--- src/sv/gkg_pkg.sv ---
// ----------------------------------------------------------------------------
// gkg_pkg
// Shared widths, register map, types and helpers of the gapped k-mer generator.
// ----------------------------------------------------------------------------
package gkg_pkg;

    localparam int GAP_W       = 5;
    localparam int NIB_W       = 4;
    localparam int KMER_W      = 64;
    localparam int POS_W       = 32;
    localparam int NIBBLES     = 16;
    localparam int GAP_LIMIT   = (1 << GAP_W) - 1;
    localparam int MAX_GAP_DEF = 31;
    localparam int QUEUE_DEPTH = 2;

    // configuration port
    localparam int ADDR_W   = 4;
    localparam int DATA_W   = 32;
    localparam int REG_IDX_W = ADDR_W - 2;

    typedef logic [REG_IDX_W-1:0] t_reg_idx;

    localparam t_reg_idx REG_GAP_MIN = 2'd0;
    localparam t_reg_idx REG_GAP_MAX = 2'd1;
    localparam t_reg_idx REG_GAP_POS = 2'd2;

    typedef logic [GAP_W-1:0]  t_gap;
    typedef logic [NIB_W-1:0]  t_nib;
    typedef logic [KMER_W-1:0] t_kmer;
    typedef logic [POS_W-1:0]  t_pos;

    localparam t_gap RST_GAP_MIN = 5'd5;
    localparam t_gap RST_GAP_MAX = 5'd6;
    localparam t_nib RST_GAP_POS = 4'd6;

    typedef struct packed {
        t_gap gap_min;
        t_gap top;          // clamped gap_max, last slot of the ring
        t_nib gap_pos;
        logic gap_max_wr;   // gap_max written this cycle
    } t_cfg;

    typedef struct packed {
        t_kmer kmer;
        t_pos  pos;
        t_gap  wp;
        t_gap  next;
        logic  emit;
    } t_cmd;

    // set the low gap_pos nibbles
    function automatic t_kmer lead_mask(input t_nib pos);
        t_kmer m;
        m = '0;
        for (int b = 0; b < NIBBLES; b++) begin
            m[b*NIB_W +: NIB_W] = (b < int'(pos)) ? {NIB_W{1'b1}} : {NIB_W{1'b0}};
        end
        return m;
    endfunction

endpackage

--- src/sv/gkg_if.sv ---
// ----------------------------------------------------------------------------
// gkg_in_if / gkg_out_if
// Valid/ready channels for k-mer items and gapped k-mer results.
// ----------------------------------------------------------------------------
interface gkg_in_if;
    logic          valid;
    logic          ready;
    gkg_pkg::t_kmer kmer_word;
    gkg_pkg::t_pos  start_position;

    modport source (output valid, output kmer_word, output start_position, input ready);
    modport sink   (input valid, input kmer_word, input start_position, output ready);
endinterface

interface gkg_out_if;
    logic          valid;
    logic          ready;
    gkg_pkg::t_kmer gapped_kmer;
    gkg_pkg::t_pos  lead_position;
    gkg_pkg::t_gap  gap_size;
    logic          last_of_run;

    modport source (output valid, output gapped_kmer, output lead_position,
                    output gap_size, output last_of_run, input ready);
    modport sink   (input valid, input gapped_kmer, input lead_position,
                    input gap_size, input last_of_run, output ready);
endinterface

--- src/sv/gkg_cfg.sv ---
// ----------------------------------------------------------------------------
// gkg_cfg
// APB register file: gap_min, gap_max, gap_pos; clamps gap_max to MAX_GAP.
// ----------------------------------------------------------------------------
module gkg_cfg #(
    parameter int MAX_GAP = gkg_pkg::MAX_GAP_DEF
) (
    input  logic                        i_clk,
    input  logic                        i_rst_n,
    input  logic                        psel,
    input  logic                        penable,
    input  logic                        pwrite,
    input  logic [gkg_pkg::ADDR_W-1:0]  paddr,
    input  logic [gkg_pkg::DATA_W-1:0]  pwdata,
    output logic [gkg_pkg::DATA_W-1:0]  prdata,
    output logic                        pready,
    output gkg_pkg::t_cfg               o_cfg
);

    gkg_pkg::t_gap     r_gap_min;
    gkg_pkg::t_gap     r_gap_max;
    gkg_pkg::t_nib     r_gap_pos;
    gkg_pkg::t_reg_idx idx;
    logic              wr;

    assign pready = 1'b1;
    assign idx    = paddr[gkg_pkg::ADDR_W-1:2];
    assign wr     = psel && penable && pwrite;

    always_ff @(posedge i_clk) begin
        if (!i_rst_n) begin
            r_gap_min <= gkg_pkg::RST_GAP_MIN;
            r_gap_max <= gkg_pkg::RST_GAP_MAX;
            r_gap_pos <= gkg_pkg::RST_GAP_POS;
        end else if (wr) begin
            unique case (idx)
                gkg_pkg::REG_GAP_MIN: r_gap_min <= pwdata[gkg_pkg::GAP_W-1:0];
                gkg_pkg::REG_GAP_MAX: r_gap_max <= pwdata[gkg_pkg::GAP_W-1:0];
                gkg_pkg::REG_GAP_POS: r_gap_pos <= pwdata[gkg_pkg::NIB_W-1:0];
                default: ;
            endcase
        end
    end

    always_comb begin
        unique case (idx)
            gkg_pkg::REG_GAP_MIN: prdata = gkg_pkg::DATA_W'(r_gap_min);
            gkg_pkg::REG_GAP_MAX: prdata = gkg_pkg::DATA_W'(r_gap_max);
            gkg_pkg::REG_GAP_POS: prdata = gkg_pkg::DATA_W'(r_gap_pos);
            default:              prdata = '0;
        endcase
    end

    always_comb begin
        o_cfg.gap_min    = r_gap_min;
        o_cfg.gap_pos    = r_gap_pos;
        o_cfg.gap_max_wr = wr && (idx == gkg_pkg::REG_GAP_MAX);
        if (int'(r_gap_max) > MAX_GAP) begin
            o_cfg.top = gkg_pkg::GAP_W'(MAX_GAP);
        end else begin
            o_cfg.top = r_gap_max;
        end
    end

endmodule

--- src/sv/gkg_front.sv ---
// ----------------------------------------------------------------------------
// gkg_front
// Accepts k-mers, tracks the ring write pointer and fill state, and queues
// one command per item telling the back end where to store and what to emit.
// ----------------------------------------------------------------------------
module gkg_front (
    input  logic          i_clk,
    input  logic          i_rst_n,
    input  gkg_pkg::t_cfg i_cfg,
    gkg_in_if.sink        i_in,
    input  logic          i_q_full,
    output logic          o_push,
    output gkg_pkg::t_cmd o_cmd
);

    gkg_pkg::t_gap r_wp;
    logic          r_full;
    gkg_pkg::t_gap n_wp;
    logic          wp_last;

    assign i_in.ready = !i_q_full;
    assign o_push     = i_in.valid && !i_q_full;

    assign wp_last = (r_wp == i_cfg.top);
    assign n_wp    = wp_last ? '0 : r_wp + 1'b1;

    always_comb begin
        o_cmd.kmer = i_in.kmer_word;
        o_cmd.pos  = i_in.start_position;
        o_cmd.wp   = r_wp;
        o_cmd.next = n_wp;
        o_cmd.emit = (r_full || wp_last) && (i_cfg.gap_min != '0)
                     && (i_cfg.gap_min <= i_cfg.top);
    end

    always_ff @(posedge i_clk) begin
        if (!i_rst_n || i_cfg.gap_max_wr) begin
            // restart the ring at the new size
            r_wp   <= '0;
            r_full <= 1'b0;
        end else if (o_push) begin
            r_wp   <= n_wp;
            r_full <= r_full || wp_last;
        end
    end

endmodule

--- src/sv/gkg_queue.sv ---
// ----------------------------------------------------------------------------
// gkg_queue
// Short command FIFO between the front and back ends.
// ----------------------------------------------------------------------------
module gkg_queue (
    input  logic          i_clk,
    input  logic          i_rst_n,
    input  logic          i_push,
    input  gkg_pkg::t_cmd i_cmd,
    output logic          o_full,
    input  logic          i_pop,
    output logic          o_valid,
    output gkg_pkg::t_cmd o_cmd
);

    localparam int QP = (gkg_pkg::QUEUE_DEPTH > 1) ? $clog2(gkg_pkg::QUEUE_DEPTH) : 1;
    localparam int QC = $clog2(gkg_pkg::QUEUE_DEPTH + 1);

    gkg_pkg::t_cmd r_mem [gkg_pkg::QUEUE_DEPTH];
    logic [QP-1:0] r_wr_ptr;
    logic [QP-1:0] r_rd_ptr;
    logic [QC-1:0] r_count;

    assign o_full  = (r_count == QC'(gkg_pkg::QUEUE_DEPTH));
    assign o_valid = (r_count != '0);
    assign o_cmd   = r_mem[r_rd_ptr];

    always_ff @(posedge i_clk) begin
        if (i_push) begin
            r_mem[r_wr_ptr] <= i_cmd;
        end
    end

    always_ff @(posedge i_clk) begin
        if (!i_rst_n) begin
            r_wr_ptr <= '0;
            r_rd_ptr <= '0;
            r_count  <= '0;
        end else begin
            if (i_push) begin
                r_wr_ptr <= (r_wr_ptr == QP'(gkg_pkg::QUEUE_DEPTH - 1)) ? '0 : r_wr_ptr + 1'b1;
            end
            if (i_pop) begin
                r_rd_ptr <= (r_rd_ptr == QP'(gkg_pkg::QUEUE_DEPTH - 1)) ? '0 : r_rd_ptr + 1'b1;
            end
            r_count <= r_count + QC'(i_push) - QC'(i_pop);
        end
    end

endmodule

--- src/sv/gkg_back.sv ---
// ----------------------------------------------------------------------------
// gkg_back
// Stores each item in the k-mer/position ring memories; if it emits, walks
// the gap sizes gap_min..top, reading lead and trail k-mers, one result each.
// ----------------------------------------------------------------------------
module gkg_back #(
    parameter int MAX_GAP = gkg_pkg::MAX_GAP_DEF
) (
    input  logic          i_clk,
    input  logic          i_rst_n,
    input  gkg_pkg::t_cfg i_cfg,
    input  logic          i_q_valid,
    input  gkg_pkg::t_cmd i_cmd,
    output logic          o_pop,
    gkg_out_if.source     o_out
);

    localparam int RING_DEPTH =
        ((MAX_GAP < gkg_pkg::GAP_LIMIT) ? MAX_GAP : gkg_pkg::GAP_LIMIT) + 1;
    localparam int PW = $clog2(RING_DEPTH);

    localparam logic [1:0] S_IDLE  = 2'd0;
    localparam logic [1:0] S_WRITE = 2'd1;
    localparam logic [1:0] S_ISSUE = 2'd2;
    localparam logic [1:0] S_LOAD  = 2'd3;

    gkg_pkg::t_kmer r_kmer_mem [RING_DEPTH];
    gkg_pkg::t_pos  r_pos_mem  [RING_DEPTH];

    logic [1:0]     r_state;
    logic [1:0]     n_state;
    gkg_pkg::t_cmd  r_cmd;
    gkg_pkg::t_gap  r_g;
    gkg_pkg::t_kmer r_lead_q;
    gkg_pkg::t_kmer r_trail_q;
    gkg_pkg::t_pos  r_lpos_q;

    logic           r_out_valid;
    gkg_pkg::t_kmer r_out_kmer;
    gkg_pkg::t_pos  r_out_pos;
    gkg_pkg::t_gap  r_out_gap;
    logic           r_out_last;

    logic                   out_free;
    logic                   g_last;
    logic                   rd_en;
    logic                   load;
    gkg_pkg::t_gap          rd_g;
    logic [gkg_pkg::GAP_W:0] sum;
    logic [gkg_pkg::GAP_W:0] size;
    logic [gkg_pkg::GAP_W:0] slot_w;
    logic [PW-1:0]          slot;
    gkg_pkg::t_kmer         lmask;

    assign out_free = !r_out_valid || o_out.ready;
    assign g_last   = (r_g == i_cfg.top);
    assign load     = (r_state == S_LOAD) && out_free;
    assign rd_en    = (r_state == S_ISSUE) || (load && !g_last);
    assign o_pop    = (r_state == S_IDLE) && i_q_valid;

    // while unloading one result, read ahead for the next gap size
    assign rd_g   = (r_state == S_LOAD) ? r_g + 1'b1 : r_g;
    assign sum    = {1'b0, r_cmd.next} + {1'b0, rd_g};
    assign size   = {1'b0, i_cfg.top} + 1'b1;
    assign slot_w = (sum >= size) ? sum - size : sum;
    assign slot   = slot_w[PW-1:0];
    assign lmask  = gkg_pkg::lead_mask(i_cfg.gap_pos);

    always_comb begin
        n_state = r_state;
        unique case (r_state)
            S_IDLE:  if (i_q_valid) n_state = S_WRITE;
            S_WRITE: n_state = r_cmd.emit ? S_ISSUE : S_IDLE;
            S_ISSUE: n_state = S_LOAD;
            S_LOAD:  if (load && g_last) n_state = S_IDLE;
            default: n_state = S_IDLE;
        endcase
    end

    always_ff @(posedge i_clk) begin
        if (!i_rst_n) begin
            r_state <= S_IDLE;
        end else begin
            r_state <= n_state;
        end
    end

    always_ff @(posedge i_clk) begin
        if (o_pop) begin
            r_cmd <= i_cmd;
        end
        if (r_state == S_WRITE) begin
            r_g <= i_cfg.gap_min;
        end else if (load && !g_last) begin
            r_g <= r_g + 1'b1;
        end
    end

    always_ff @(posedge i_clk) begin
        if (r_state == S_WRITE) begin
            r_kmer_mem[r_cmd.wp[PW-1:0]] <= r_cmd.kmer;
            r_pos_mem[r_cmd.wp[PW-1:0]]  <= r_cmd.pos;
        end
        if (rd_en) begin
            r_lead_q  <= r_kmer_mem[r_cmd.next[PW-1:0]];
            r_lpos_q  <= r_pos_mem[r_cmd.next[PW-1:0]];
            r_trail_q <= r_kmer_mem[slot];
        end
    end

    always_ff @(posedge i_clk) begin
        if (!i_rst_n) begin
            r_out_valid <= 1'b0;
        end else if (load) begin
            r_out_valid <= 1'b1;
        end else if (o_out.ready) begin
            r_out_valid <= 1'b0;
        end
    end

    always_ff @(posedge i_clk) begin
        if (load) begin
            r_out_kmer <= (r_lead_q & lmask) | (r_trail_q & ~lmask);
            r_out_pos  <= r_lpos_q;
            r_out_gap  <= r_g;
            r_out_last <= g_last;
        end
    end

    assign o_out.valid         = r_out_valid;
    assign o_out.gapped_kmer   = r_out_kmer;
    assign o_out.lead_position = r_out_pos;
    assign o_out.gap_size      = r_out_gap;
    assign o_out.last_of_run   = r_out_last;

endmodule

--- src/sv/gapped_kmer_generator.sv ---
// ----------------------------------------------------------------------------
// gapped_kmer_generator
// Gapped k-mer generator: ring of recent k-mers, one result per gap size.
// The first result of an item, with the back end idle, follows its input
// transfer through the command queue, pop, ring write, ring read and output register.
// Results come one per cycle while the output is not stalled, bound by the
// single ring memory walk; the back end pops no new item until a walk ends.
// A two-entry command queue lets input transfers continue during a walk.
// Reset (synchronous, active low) empties the ring and restores defaults.
// ----------------------------------------------------------------------------
module gapped_kmer_generator #(
    parameter int MAX_GAP = gkg_pkg::MAX_GAP_DEF
) (
    input  logic                        i_clk,
    input  logic                        i_rst_n,
    gkg_in_if.sink                      i_in,
    gkg_out_if.source                   o_out,
    input  logic                        psel,
    input  logic                        penable,
    input  logic                        pwrite,
    input  logic [gkg_pkg::ADDR_W-1:0]  paddr,
    input  logic [gkg_pkg::DATA_W-1:0]  pwdata,
    output logic [gkg_pkg::DATA_W-1:0]  prdata,
    output logic                        pready
);

    gkg_pkg::t_cfg cfg;
    gkg_pkg::t_cmd push_cmd;
    gkg_pkg::t_cmd pop_cmd;
    logic          push;
    logic          pop;
    logic          q_full;
    logic          q_valid;

    gkg_cfg #(.MAX_GAP(MAX_GAP)) u_cfg (
        .i_clk   (i_clk),
        .i_rst_n (i_rst_n),
        .psel    (psel),
        .penable (penable),
        .pwrite  (pwrite),
        .paddr   (paddr),
        .pwdata  (pwdata),
        .prdata  (prdata),
        .pready  (pready),
        .o_cfg   (cfg)
    );

    gkg_front u_front (
        .i_clk    (i_clk),
        .i_rst_n  (i_rst_n),
        .i_cfg    (cfg),
        .i_in     (i_in),
        .i_q_full (q_full),
        .o_push   (push),
        .o_cmd    (push_cmd)
    );

    gkg_queue u_queue (
        .i_clk   (i_clk),
        .i_rst_n (i_rst_n),
        .i_push  (push),
        .i_cmd   (push_cmd),
        .o_full  (q_full),
        .i_pop   (pop),
        .o_valid (q_valid),
        .o_cmd   (pop_cmd)
    );

    gkg_back #(.MAX_GAP(MAX_GAP)) u_back (
        .i_clk     (i_clk),
        .i_rst_n   (i_rst_n),
        .i_cfg     (cfg),
        .i_q_valid (q_valid),
        .i_cmd     (pop_cmd),
        .o_pop     (pop),
        .o_out     (o_out)
    );

endmodule
--- src/flat_wrapper.sv ---
// flat-port wrapper written by rule: the top's interface ports become plain ports
module gapped_kmer_generator_flat 
#(
    parameter int MAX_GAP = gkg_pkg::MAX_GAP_DEF
)
  (i_clk, i_rst_n, psel, penable, pwrite, paddr, pwdata, prdata, pready, i_in_valid, i_in_kmer_word, i_in_start_position, i_in_ready, o_out_valid, o_out_gapped_kmer, o_out_lead_position, o_out_gap_size, o_out_last_of_run, o_out_ready);
  gkg_in_if i_in_i ();
  gkg_out_if o_out_i ();
  input  logic i_clk;
  input  logic i_rst_n;
  input  logic psel;
  input  logic penable;
  input  logic pwrite;
  input  logic [gkg_pkg::ADDR_W-1:0] paddr;
  input  logic [gkg_pkg::DATA_W-1:0] pwdata;
  output logic [gkg_pkg::DATA_W-1:0] prdata;
  output logic pready;
  input wire logic [$bits(i_in_i.valid)-1:0] i_in_valid;
  input wire logic [$bits(i_in_i.kmer_word)-1:0] i_in_kmer_word;
  input wire logic [$bits(i_in_i.start_position)-1:0] i_in_start_position;
  output wire logic [$bits(i_in_i.ready)-1:0] i_in_ready;
  output wire logic [$bits(o_out_i.valid)-1:0] o_out_valid;
  output wire logic [$bits(o_out_i.gapped_kmer)-1:0] o_out_gapped_kmer;
  output wire logic [$bits(o_out_i.lead_position)-1:0] o_out_lead_position;
  output wire logic [$bits(o_out_i.gap_size)-1:0] o_out_gap_size;
  output wire logic [$bits(o_out_i.last_of_run)-1:0] o_out_last_of_run;
  input wire logic [$bits(o_out_i.ready)-1:0] o_out_ready;
  assign i_in_i.valid = i_in_valid;
  assign i_in_i.kmer_word = i_in_kmer_word;
  assign i_in_i.start_position = i_in_start_position;
  assign i_in_ready = i_in_i.ready;
  assign o_out_valid = o_out_i.valid;
  assign o_out_gapped_kmer = o_out_i.gapped_kmer;
  assign o_out_lead_position = o_out_i.lead_position;
  assign o_out_gap_size = o_out_i.gap_size;
  assign o_out_last_of_run = o_out_i.last_of_run;
  assign o_out_i.ready = o_out_ready;
  gapped_kmer_generator #(.MAX_GAP(MAX_GAP)) u_core (.i_clk(i_clk), .i_rst_n(i_rst_n), .i_in(i_in_i), .o_out(o_out_i), .psel(psel), .penable(penable), .pwrite(pwrite), .paddr(paddr), .pwdata(pwdata), .prdata(prdata), .pready(pready));
endmodule
--- config.mk ---
export PLATFORM = sky130hd
export DESIGN_NAME = gapped_kmer_generator_flat
export DESIGN_NICKNAME = d
export VERILOG_FILES = /design/src/sv/gkg_pkg.sv /design/src/sv/gkg_if.sv /design/src/sv/gkg_cfg.sv /design/src/sv/gkg_front.sv /design/src/sv/gkg_queue.sv /design/src/sv/gkg_back.sv /design/src/sv/gapped_kmer_generator.sv /design/src/flat_wrapper.sv
export SDC_FILE = /design/constraint.sdc
export NUM_CORES = 2
export LEC_CHECK = 0
export ABC_CLOCK_PERIOD_IN_PS = 12800
export BUFFER_PORTS_ARGS = -buffer_cell sky130_fd_sc_hd__buf_2
export CAP_MARGIN = 20
export CORE_MARGIN = 4
export CORE_UTILIZATION = 30
export CTS_CLUSTER_SIZE = 40
export DETAILED_ROUTE_END_ITERATION = 6
export GPL_ROUTABILITY_DRIVEN = 0
export HOLD_SLACK_MARGIN = 0.08
export PLACE_DENSITY = 0.4
export SLEW_MARGIN = 10
export SYNTH_ARGS = -nofsm -noshare
export SYNTH_HDL_FRONTEND = slang
export SYNTH_SLANG_ARGS = --single-unit
export TNS_END_PERCENT = 1
--- constraint.sdc ---
create_clock -name i_clk -period 12.8 [get_ports i_clk]
set_clock_uncertainty 0.1 [all_clocks]
set_input_delay 1.92 -clock i_clk [delete_from_list [all_inputs] [get_ports i_clk]]
set_output_delay 1.92 -clock i_clk [all_outputs]
set_load 0.005 [all_outputs]
## Word-level counts from Yosys, hierarchy flattened

Memories as Yosys holds them, arrays and structs flattened. A register that Yosys moved wholly into a read port is not among the register bits.
Cells that the tools add are included.

| storage, ports and cells | value |
|---|---|
| register bits | 134 |
| bits in writable memories | 3286 |
| output and inout port bits | 137 |
| logic and storage cells | 119 |
| memories kept | 3 |

| operators by class | value |
|---|---|
| $add $sub $neg | 9 |
| order comparisons | 17 |
| equal/unequal tests | 10 |
| mux-type cells | 33 |
| bitwise logic cells | 4 |
| reduce and logical (&&, ||, !) cells | 28 |

Memories:

| memory | depth | width | rd ports | clocked after memory_dff | write ports | line | source |
|---|---|---|---|---|---|---|---|
| u_core.u_back.r_kmer_mem | 32 | 64 | 2 | 2 | 1 | gkg_back.sv:27 | `gkg_pkg::t_kmer r_kmer_mem [RING_DEPTH];` |
| u_core.u_back.r_pos_mem | 32 | 32 | 1 | 1 | 1 | gkg_back.sv:28 | `gkg_pkg::t_pos r_pos_mem [RING_DEPTH];` |
| u_core.u_queue.r_mem | 2 | 107 | 1 | 1 | 1 | gkg_queue.sv:19 | `gkg_pkg::t_cmd r_mem [gkg_pkg::QUEUE_DEPTH];` |

Operator list:

| cell | count |
|---|---|
| $and A64 B60 Y64 | 1 |
| $and A64 B64 Y64 | 1 |
| $not A60 Y64 | 1 |
| $or A64 B64 Y64 | 1 |
| $mux W4 | 15 |
| $lt A4 B4 Y1 const A | 7 |
| $mux W5 | 5 |
| $lt A3 B4 Y1 const A | 4 |
| $pmux W5 S3 | 1 |
| $add A5 B1 Y5 const B | 2 |
| $eq A5 B5 Y1 | 2 |
| $logic_and A1 B1 Y1 | 10 |
| $eq A2 B2 Y1 const B | 4 |
| $lt A1 B4 Y1 const A | 2 |
| $lt A2 B4 Y1 const A | 2 |
| $mux W1 | 8 |
| $pmux W2 S4 | 1 |
| $reduce_and A2 Y1 | 4 |
| $add A5 B1 Y6 const B | 1 |
| $add A5 B5 Y6 | 1 |
| $ge A6 B6 Y1 | 1 |
| $mux W2 | 3 |
| $reduce_bool A2 Y1 | 3 |
| $le A5 B5 Y1 | 1 |
| other kinds (11) | 20 |

## Depth between registers and ports, before layout

| depth | value |
|---|---|
| word-level depth | 6 |
| mapped depth | 22 |
| mapped depth without buffers | 17 |

## Cells and area by module

A second synthesis with hierarchy kept.

| unflattened totals | value |
|---|---|
| cells, all modules | 8347 |
| area total of the unflattened synthesis | 156316.2 sq um |

Modules (own cells, without submodules):

| module | times used | cells an instance | area an instance (sq um) | seq. area each (sq um) |
|---|---|---|---|---|
| gkg_back | 1 | 7720 | 146043.8 | 103419.2 |
| gkg_queue | 1 | 354 | 8062.7 | 6526.3 |
| gkg_front | 1 | 169 | 1298.7 | 120.1 |
| gkg_cfg | 1 | 104 | 910.9 | 280.3 |

## Worst setup path before layout

No wires, ideal clock.

| path | value |
|---|---|
| kind | register to register |
| start | register with a tool-made name |
| end | register u_core.u_queue.r_count[1] |
| data arrival time | 9414 ps |
| path slack | 3171 ps |
| cell stages (with the launch flop) | 8 |
| clock period less this slack | 9629 ps |
| cells stage by stage | dfxtp_1 -> nor3_1 -> ha_1 -> inv_1 -> ha_1 -> xnor2_1 -> xnor2_1 -> and2_1 |

RTL lines:

| element | line | source |
|---|---|---|
| to (signal assigned) | gkg_queue.sv:46 | `r_count <= r_count + QC'(i_push) - QC'(i_pop);` |
| to (decl) | gkg_queue.sv:22 | `logic [QC-1:0] r_count;` |

## Worst setup path in the final report

| path | value |
|---|---|
| start | register u_core.u_back.r_cmd[3] (netlist name) |
| end | register u_core.u_back.r_trail_q[29] (read register of u_core.u_back.r_kmer_mem) (data pin) |

| between the ends | value |
|---|---|
| cells in the longest elaborated chain, start to end | 3 |
| elaborated cells between the ends (all ways) | 4 |

Ends and longest elaborated chain:

| element | line | source |
|---|---|---|
| $add A5 B5 Y6 * | gkg_back.sv:63 | `assign sum = {1'b0, r_cmd.next} + {1'b0, rd_g};` |
| $sub A5 B5 Y5 or $ge A6 B6 Y1 (tied branches) | gkg_back.sv:65 | `assign slot_w = (sum >= size) ? sum - size : sum;` |
| $mux W5 * | gkg_back.sv:65 |  |
| to (decl) | gkg_back.sv:35 | `gkg_pkg::t_kmer r_trail_q;` |

Mark *: on every way between the ends. The rest lies on a longest branch, timed or not.
A chain may end at the register's enable or synchronous reset.

==> reports/metrics.cfg <==
[clock_network]
cts_buffers = 427
clk_latency_ns = 1.01
cts_tree = yes
htreeDepth = 5
ctsRootBufferMaster = clkbuf_16
cts_resized = 0
cts.hold.buffers_added = 0
clk_pin_slew_worst_paths_ns = 0.06
cts.sinks = 3683
cts_buffer_depth = 4
cts_setup_buffers = 0

[global_routing]
grt_antenna_before_repair = 14
gr-total-overflow = 0
grt_pass1_wl_um = 739000
grt_max_degree = 114
grtUsageTotal = 0.202
grt_pass1_vias = 87359

[logic_synthesis]
ys_seq_area_frac = 0.717
avgSynthCellArea_um2 = 19.7
syn_area_mm2 = 0.154
ys_warn_count = 0
ys_types = 56
synth_enable_flop_cells = 3656
async_flop_share = 0
synth_ff_type = edfxtp_1
ys_ff_latch = 3683
synth_cells = 7814

[route]
firstDrtPassIters = 7
via_per_inst = 5.49
num_vias = 83608
drtIter0Drc = 8055
route.detailed.drc = 0
routedWlPerCell_um = 35.5
final_antenna_net_count = 0
wirelength_um = 541000

[floorplanning]
start_util = 0.302
rows = 262
fp.dieH_um = 724
die_w_um = 724
core_area_mm2 = 0.510
boundaryPins = 276
die-area_mm2 = 0.524

[timing]
drv_slew = 0
grt_setup_unrepaired = false
setup_viol = 0
relSlewSlack = 0.217
fin_setup_tns_ns = 0
timing.final.crit_share = 0.631
hold_viol = 0
period_needed_ns = 8.07
worst_pin_slew_ns = 1.17
fmax_mhz = 124

[flow_run]
drv_cap = 0

[worst_setup_path]
cp.arrival_ns = 8.66
reg2regPathDepth = 15
cp-end-kind = register
worstPathMaxFanout = 37
worstSetupPathType = register to register
cp.required_ns = 13.39
crit_path_start_kind = register
reg2reg_slack_ns = 4.73

[outcome]
status = complete, no violations

[final_layout]
final_util = 0.347
drive_above_1_share = 0.283
syn2layout_area_growth_pct = 15.2
final_net_count = 8316

[worst_hold_path]
holdPathStages = 0
min_path_type = register to register

[placement]
port_buffers = 218
dp_hpwl_um = 272000

==> registers in the layout (all words and copies together), names as in the netlist, 32 cells and up, named ones only <==
name	cells
u_core.u_back.o_out.lead_position	32
u_core.u_back.r_pos_mem	1024
u_core.u_back.r_lpos_q	32
u_core.u_back.r_kmer_mem	2048
u_core.u_queue.r_mem	214
u_core.u_back.r_trail_q	64
u_core.u_back.r_lead_q	60
u_core.u_back.r_cmd	107
u_core.u_back.o_out.gapped_kmer	64
==> through the flow <==
step                      instance area, um2  hold slack [ns]  worst slack, ns  std cells
after global routing                  177000            0.333             4.33      15224
final                                 177000            0.318             4.73      15230
after floorplan                       154000            0.300             3.17       7840
after CTS                             177000            0.321             4.54      15209
after detailed placement              163000            0.305             4.62      14442
after global placement                163000            0.312             4.65      14438
==> area by class of cell <==
cell class	instances	area [um2]
Tap cell	6732	8420
Sequential cell	3683	110000
Timing Repair Buffer	471	3740
Antenna cell	7	17.5
Clock buffer	540	11300
Fill cell	47587	333000
Inverter	13	48.8
Clock inverter	227	2180
Multi-Input combinational cell	3557	41100
==> logic make-up (layout without fill, tap and decap cells) <==
| kind of cell | count (synthesis) | in the layout | share of synthesized area |
|---|---|---|---|
| compound gates | 1079 | 1079 | 0.0472 |
| xor+xnor | 33 | 33 | 0.00188 |
| fa+ha+maj | 24 | 24 | 0.00205 |
| buf+inv | 600 | 1251 | 0.0185 |
| flops | 3683 | 3683 | 0.717 |
| mux | 1580 | 1580 | 0.190 |
| other cells | 2 | 35 | 0.0000488 |
| simple gates | 813 | 813 | 0.0230 |
==> layout by cell type (no fill, tap or decap), types with 64 or more instances in the layout <==
cell and instances:
a21oi_1 589, clkbuf_1 105, a221oi_1 254, mux2i_1 271, buf_2 218, mux2_2 260, nand2_1 546, buf_4 197
a221o_1 64, mux4_2 1048, clkbuf_16 438, clkinv_1 96, edfxtp_1 3656, nor2b_1 79
==> synth_stat cells (all sizes together) (7+ instances only) <==
master     n  area [um2]
a211oi    64         485
a21oi    593        2990
a221o     64         641
a221oi   256        2250
a222oi    63         631
and2       7        43.8
buf      314        1770
clkbuf   273        1020
dfxtp     27         541
edfxtp  3656      110000
ha        22         275
inv       13        48.8
mux2     260        2930
mux2i    272        2730
mux4    1048       23600
nand2    546        2050
nand3     23         115
nor2      60         225
nor2b     79         494
nor3      14        70.1
nor4      64         400
o21ai     12        60.1
xnor2     18         158
xor2      15         131
==> final timing paths <==
kind,from,end
max reg2reg,u_core.u_back.r_cmd[3]$_DFFE_PP_,u_core.u_back.r_trail_q[29]$_DFFE_PP_
min,u_core.u_back.r_lpos_q[27]$_DFFE_PP_,u_core.u_back.o_out.lead_position[27]$_DFFE_PP_
max,u_core.u_back.r_cmd[3]$_DFFE_PP_,u_core.u_back.r_trail_q[29]$_DFFE_PP_
min reg2reg,u_core.u_back.r_lpos_q[27]$_DFFE_PP_,u_core.u_back.o_out.lead_position[27]$_DFFE_PP_
==> critical path: stages (launching register included) <==
cell and delay, ns:
edfxtp_1 0.99, buf_4 0.80, ha_1 0.40, xnor2_1 0.50
inv_1 0.14, ha_1 0.42, nand4_1 0.15, a21oi_2 0.19
or2_1 0.53, mux2i_4 0.32, buf_4 0.66, and2_4 0.82
buf_12 0.42, a222oi_1 0.20, nor4_1 0.80, a21oi_1 0.10
==> metal layers <==
metal,global-route usage,routed length [um],part of all wire
met1,0.273,232000,0.43
met2,0.349,270000,0.50
met3,0.0251,25700,0.047
met4,0.0453,12800,0.024
met5,0,26,0.000048
Power is not shown: default switching activity piles up to over one toggle a cycle in this logic, so the estimate is an artifact.
